[src/rtl/hat_pkg.sv]
// shared constants, codes and control types of the hash accumulate table
package hat_pkg;

	localparam int SLOTS_DEF       = 1024;
	localparam int COUNT_LIMBS_DEF = 2;

	localparam logic [1:0] CMD_ADD   = 2'd0;
	localparam logic [1:0] CMD_READ  = 2'd1;
	localparam logic [1:0] CMD_CLEAR = 2'd2;
	localparam logic [1:0] CMD_NONE  = 2'd3;

	localparam logic [2:0] ST_INSERTED    = 3'd0;
	localparam logic [2:0] ST_ACCUMULATED = 3'd1;
	localparam logic [2:0] ST_READ        = 3'd2;
	localparam logic [2:0] ST_CLEARED     = 3'd3;
	localparam logic [2:0] ST_ZERO_KEY    = 3'd4;
	localparam logic [2:0] ST_TAG_MISS    = 3'd5;
	localparam logic [2:0] ST_OVERFLOW    = 3'd6;
	localparam logic [2:0] ST_FULL        = 3'd7;

	localparam logic [63:0] MIX_C1  = 64'hbf58476d1ce4e5b9;
	localparam logic [63:0] MIX_C2  = 64'h94d049bb133111eb;
	localparam int          MIX_SH0 = 30;
	localparam int          MIX_SH1 = 27;
	localparam int          MIX_SH2 = 31;

	localparam logic [10:0] LOAD_LIMIT_RST = 11'd714;

	typedef struct packed {
		logic load;
		logic mix_start;
		logic probe_init;
		logic probe_next;
		logic clr_step;
		logic decide;
		logic commit;
	} hat_cmd_t;

	typedef struct packed {
		logic [1:0] op;
		logic       key_zero;
		logic       mix_done;
		logic       empty;
		logic       match;
		logic       wrap;
		logic       clr_last;
		logic       out_free;
	} hat_stat_t;

endpackage

[src/rtl/hat_ctrl.sv]
// controller state machine sequencing hash, probe, clear and commit
module hat_ctrl import hat_pkg::*; (
	input  logic      clk,
	input  logic      arst_n,
	input  logic      in_valid,
	output logic      in_stall,
	input  hat_stat_t st,
	output hat_cmd_t  cmd
);

	typedef enum logic [3:0] {
		S_INIT,
		S_IDLE,
		S_DISPATCH,
		S_HASH,
		S_WAIT,
		S_CHK,
		S_CLR,
		S_DECIDE,
		S_COMMIT
	} state_t;

	state_t state_q;
	logic   stop;

	assign stop = st.empty | st.match | st.wrap;

	always_comb begin
		cmd.load       = (state_q == S_IDLE) && in_valid;
		cmd.mix_start  = (state_q == S_DISPATCH) && (st.op == CMD_ADD) && !st.key_zero;
		cmd.probe_init = ((state_q == S_DISPATCH) && (st.op == CMD_READ)) ||
		                 ((state_q == S_HASH) && st.mix_done);
		cmd.probe_next = (state_q == S_CHK) && (st.op == CMD_ADD) && !stop;
		cmd.clr_step   = (state_q == S_INIT) || (state_q == S_CLR);
		cmd.decide     = (state_q == S_DECIDE);
		cmd.commit     = (state_q == S_COMMIT) && st.out_free;
	end

	assign in_stall = (state_q != S_IDLE);

	always_ff @(posedge clk or negedge arst_n) begin
		if (!arst_n) begin
			state_q <= S_INIT;
		end else begin
			unique case (state_q)
				S_INIT: begin
					if (st.clr_last)
						state_q <= S_IDLE;
				end
				S_IDLE: begin
					if (in_valid)
						state_q <= S_DISPATCH;
				end
				S_DISPATCH: begin
					unique case (st.op)
						CMD_ADD:   state_q <= st.key_zero ? S_DECIDE : S_HASH;
						CMD_READ:  state_q <= S_WAIT;
						CMD_CLEAR: state_q <= S_CLR;
						default:   state_q <= S_IDLE;
					endcase
				end
				S_HASH: begin
					if (st.mix_done)
						state_q <= S_WAIT;
				end
				S_WAIT: begin
					state_q <= S_CHK;
				end
				S_CHK: begin
					if (st.op != CMD_ADD || stop)
						state_q <= S_DECIDE;
					else
						state_q <= S_WAIT;
				end
				S_CLR: begin
					if (st.clr_last)
						state_q <= S_DECIDE;
				end
				S_DECIDE: begin
					state_q <= S_COMMIT;
				end
				S_COMMIT: begin
					if (st.out_free)
						state_q <= S_IDLE;
				end
				default: begin
					state_q <= S_IDLE;
				end
			endcase
		end
	end

endmodule

[config.mk]
export PLATFORM = sky130hd
export DESIGN_NAME = hat_ctrl
export DESIGN_NICKNAME = d
export VERILOG_FILES = /design/src/rtl/hat_pkg.sv /design/src/rtl/hat_ctrl.sv
export SDC_FILE = /design/constraint.sdc
export NUM_CORES = 1
export LEC_CHECK = 0
export BUFFER_PORTS_ARGS = -buffer_cell sky130_fd_sc_hd__buf_2
export CORE_AREA = 8 8 45 47
export CTS_CLUSTER_SIZE = 12
export DETAILED_ROUTE_END_ITERATION = 16
export DIE_AREA = 0 0 53 55
export MAX_ROUTING_LAYER = met4
export PLACE_DENSITY = 0.66
export REMOVE_ABC_BUFFERS = 1
export SYNTH_ARGS = -nofsm -noshare
export SYNTH_HDL_FRONTEND = slang
export SYNTH_SLANG_ARGS = --single-unit
[constraint.sdc]
create_clock -name clk -period 1.4 [get_ports clk]
set_input_delay 0.14 -clock clk [delete_from_list [all_inputs] [get_ports clk]]
set_output_delay 0.14 -clock clk [all_outputs]
set_load 0.005 [all_outputs]
======== Yosys cells after proc, flatten, opt, wreduce, memory -nomap -nowiden ========
Index checks and enable logic that the tools add are counted.
storage, ports and cells
  register bits ........................... 4
  input port bits ......................... 12
operators by class
  eq/ne operators ......................... 16
  muxes and demuxes ....................... 9
  bitwise gates (word level) .............. 2
  reductions and logical operators ........ 17
operators with widths
  cell                                                 count
  case mux 4 bit (9 select lines)                      1
  2-to-1 mux 4 bit                                     5
  equality test 4 x 3 -> 1 bit, second input constant  4
  != test 2 bit, second input constant                 5
  case mux 3 bit (3 select lines)                      1
  equality test 4 x 2 -> 1 bit, second input constant  2
  logical AND 1 bit                                    8
  AND reduction 5 bit                                  1
  equality test 4 x 1 -> 1 bit, second input constant  1
  equality test 4 bit, second input constant           1
  zero test 4 bit                                      1
  != test 4 x 1 -> 1 bit, second input constant        1
  logical OR 1 bit                                     3
  2-to-1 mux 3 bit                                     1
  equality test 2 x 1 -> 1 bit, second input constant  1
  equality test 2 bit, second input constant           1
  zero test 1 bit                                      2
  zero test 2 bit                                      1
  2-to-1 mux 2 bit                                     1
  OR 1 bit                                             2
  nonzero test 2 bit                                   1

======== Logic depth before layout (Yosys ltp) ========
  depth after elaboration ................. 5
  gate-level depth with buffers ........... 6

======== Worst setup path after synthesis ========
OpenSTA, ideal clock, no wires.
  path type ............................... register to register
  start point ............................. reg state_q[2]
  end point ............................... reg state_q[0]
  setup time .............................. 0.138 ns
  arrival time ............................ 1.126 ns
  data required time ...................... 1.262 ns
  slack ................................... 0.136 ns
  cell stages (with the launch flop) ...... 6
  cells stage by stage .................... dfrtp_1 -> buf_4 -> inv_1 -> o31ai_1 -> a2111oi_0 -> a21oi_1
between the ends
  longest elaborated chain between the ends .. 3
ends and longest elaborated chain
  element                                               line            source
  start: declaration                                    hat_ctrl.sv:23  state_t state_q;
  start signal: assignment                              hat_ctrl.sv:56  CMD_ADD: state_q <= st.key_zero ? S_DECIDE : S_HASH;
  equality test 4 x 2 -> 1 bit (tied with other cells)  hat_ctrl.sv:45  unique case (state_q)
  != test 2 bit (no source line)                        n/a
  AND reduction 5 bit (no source line)                  n/a
Parallel ways exist; a longest one is shown, timed or not.
A chain may end at the register's enable or synchronous reset.

==> results.md <==
- Crit path cell chain: or3b_1 -> or2_1 -> nor2_1 -> buf_2
- Internal: 0.9747 mW
- Worst Path Max Fanout: 3
- Overflow after GRT: 0
- Hold slack: 0.1070 ns
- DRC viols: 0
- Setup Skew: 0.003454 ns
- Syn_area_per_cell: 7.966 um^2
- Synth area leaders: dfrtp_1 (21%), ha_1 (10%), nor2_1 (6.3%)
- I/O pin total: 20
- Most flops, register: state_q
- Max VDD drop: 0.0007550 V
- Total die area: 2915 um^2
- Largest net degree at the start of global routing: 11
- HPWL after detailed placement: 1116 um
- Endpoints failing setup: 6
- Achievable clock frequency: 644.4 MHz
- Vias per cell: 5.205
- Max Root-Sink Buffers: 2
- Leak pwr: 0.4200 nW
- Reg2reg start: state_q[2]
- Routed len/inst: 14.09 um
- Drt total wl: 1578 um
- Syn Inst Count: 60
- Final ANT Viol Nets: 0
- Final core occ: 62.84%
- Final hold violation count: 0
- Layout cell share with drive strength beyond 1: 60.42%
- Final worst-path setup slack: -0.1518 ns
- Worst Path Arrival: 1.41 ns
- H-tree depth: 1
- Total negative slack: -0.3902 ns
- Fin. max-slew vios: 0
- Synth top area share: 20.94%
- Ys async rst share: 100.0%
- Net Switching: 0.7891 mW
- RSZ-0062 raised after global routing: yes
- Initial DRC count: 14
- Clk pin slew, worst setup/hold paths: 0.04 ns
- Final min period: 1.552 ns
- Max reg flops: 4
- ANT cells: 0
- Post-synthesis sequential area ratio: 20.94%
- Failing checks: negative setup slack
- Starting Density: 34.54%
- Tot Pwr: 1.764 mW
- Crit. Startpoint: state_q[1]
- Yosys top cell by area: dfrtp_1
- Worst-Skew Late Latency: 0.24 ns
- Clock power share: 8.3%
- Fillers: 128
- WS Path Type: register to output port
- Net Sw Frac: 44.74%
- Worst Setup Start Kind: register
- Core ar.: 1384 um^2
- First-pass detailed-route iteration total: 4
- Max cap viols: 0
- Vias: 583
- Synth Cell Area: 478.0 um^2
- Clock tree sinks: 4
- FP Rows: 14
- Slew headroom: 77.75%
- Layout Cells excl Fill: 112
- Ys flop type: dfrtp_1
- Status: complete, but fails checks
- Syn. warnings: 0
- Unique cell type count in the Yosys netlist: 33
- Area Overhead vs Synth: 81.94%
- Port-buffer cells: 19
- Root buffer cell: clkbuf_4
- Fin nets: 114
- Flop pwr share: 12.1%
- Worst stage delay on the critical path: 0.38 ns
- Worst Setup End Kind: output port
- Combinational power share: 79.6%
- Crit-path slowest cell: dfrtp_1
- Area occupied by multi-input gates: 470.5 um^2
- Origin of the worst min-delay path: st[0]
- Post-synth EDFFs: 0
- CTS tree: done
- Register area: 101.3 um^2
- Worst slew pin tran: 0.3331 ns
- Die X: 53 um
- Min-delay worst type: input port to register
- Initial antenna violation count: 0
- Number of synthesized register bits: 4
- CP required: 1.26 ns
- Global-route wire length before repair: 2442 um
- CTS Buf Count: 3
- Chip Height: 55 um
- Gpl congestion: 0.8201
- Largest registers: state_q (4)
- Pwr Density: 2028 nW/um^2
- Vias in the first global route: 609
- Period utilisation layout: 110.8%
- Placed Instances: 103
- All-Layer GR Usage: 11.61%
==> power by group through the flow <==
stage | logic, mW | registers [mW] | clock network (mW)
global placement | 0.880 | 0.232 | 0
floorplan | 0.443 | 0.305 | 0
finish | 1.40 | 0.213 | 0.147
detailed placement | 0.891 | 0.232 | 0
global route | 1.50 | 0.223 | 0.152
CTS | 1.30 | 0.214 | 0.146
==> critical path: cells and delay by family, from the launching register on <==
kind                   cells  cell delay, ns
AND/OR/NAND/NOR            3            0.68
flip-flops                 1            0.38
buffers and inverters      1            0.11
==> metrics by stage <==
step	cell area, um^2	setup slack [ns]
after detailed placement	656.9	-0.1136
after global placement	656.9	-0.05493
after global routing	869.6	-0.2571
final	869.6	-0.1518
after CTS	837.1	-0.1626
after floorplan	451.7	-0.0001444
==> worst paths after layout <==
path	end	slack (ns)	cells after the start
hold / removal	state_q[3]	0.11	2
max in group asynchronous	state_q[2]	1.03	2
min in group asynchronous	state_q[0]	0.24	2
setup reg to reg	state_q[2]	-0.06	6
setup / recovery	cmd[6]	-0.15	4
hold reg to reg	state_q[1]	0.71	3
==> synthesized netlist by cell type, drive strengths merged (2+ instances only) <==
cell type and count:
clkbuf 2, buf 2, a21oi 4, o22ai 2, nand2b 3, ha 4, nand2 2, nand3 2
inv 5, nor2 8, nor3 4, dfrtp 4
==> area by class of cell <==
type / instances / share of cell area (%)
clock buffers: 3 / 2.590
inverters: 5 / 2.158
multi-input cells: 47 / 54.10
flip-flops and latches: 4 / 11.65
well taps: 16 / 2.302
repair buffers: 37 / 27.19
==> cell families (layout without fill, tap and decap cells) <==
kind of cell               Yosys count  count (layout)  share of synthesized area, %
AOI/OAI and AO/OA                   15              15                         24.35
buffers and inverters                9              45                         9.423
adders and majority gates            4               4                         10.47
muxes                                1               1                         2.094
xor gates and xnor gates             1               1                         1.833
and+or+nand+nor                     26              26                         30.89
DFF                                  4               4                         20.94
==> metal layers <==
metal	vias to the layer above	global-route usage (%)	part of all wire (%)
met5	-	-	0
met4	0	10.78	1.8
met3	4	2.406	4.1
met2	21	19.14	53
met1	268	11.28	41
li1	290	-	-
==> layout by cell type, fill, tap and decap left out, types with 2 or more instances in the layout <==
cell type / count
ha_1: 4
dfrtp_1: 3
nor2_1: 7
nand3_1: 2
nand2_1: 2
a21oi_2: 2
buf_4: 16
inv_1: 5
clkbuf_4: 3
nor3_1: 3
nand2b_4: 2
buf_2: 19
a21oi_1: 2
==> timing repair <==
| action | CTS | global route |
|---|---|---|
| endpoints found under the setup margin | 8 | 11 |
| hold buffers | 1 | 0 |
| gates resized for setup | 20 | 5 |
| buffers inserted | 6 | 1 |
| endpoints found under the hold margin | 4 | 0 |
| pin swaps | 6 | 2 |
Note: power is estimated with default switching activity, not from simulation.
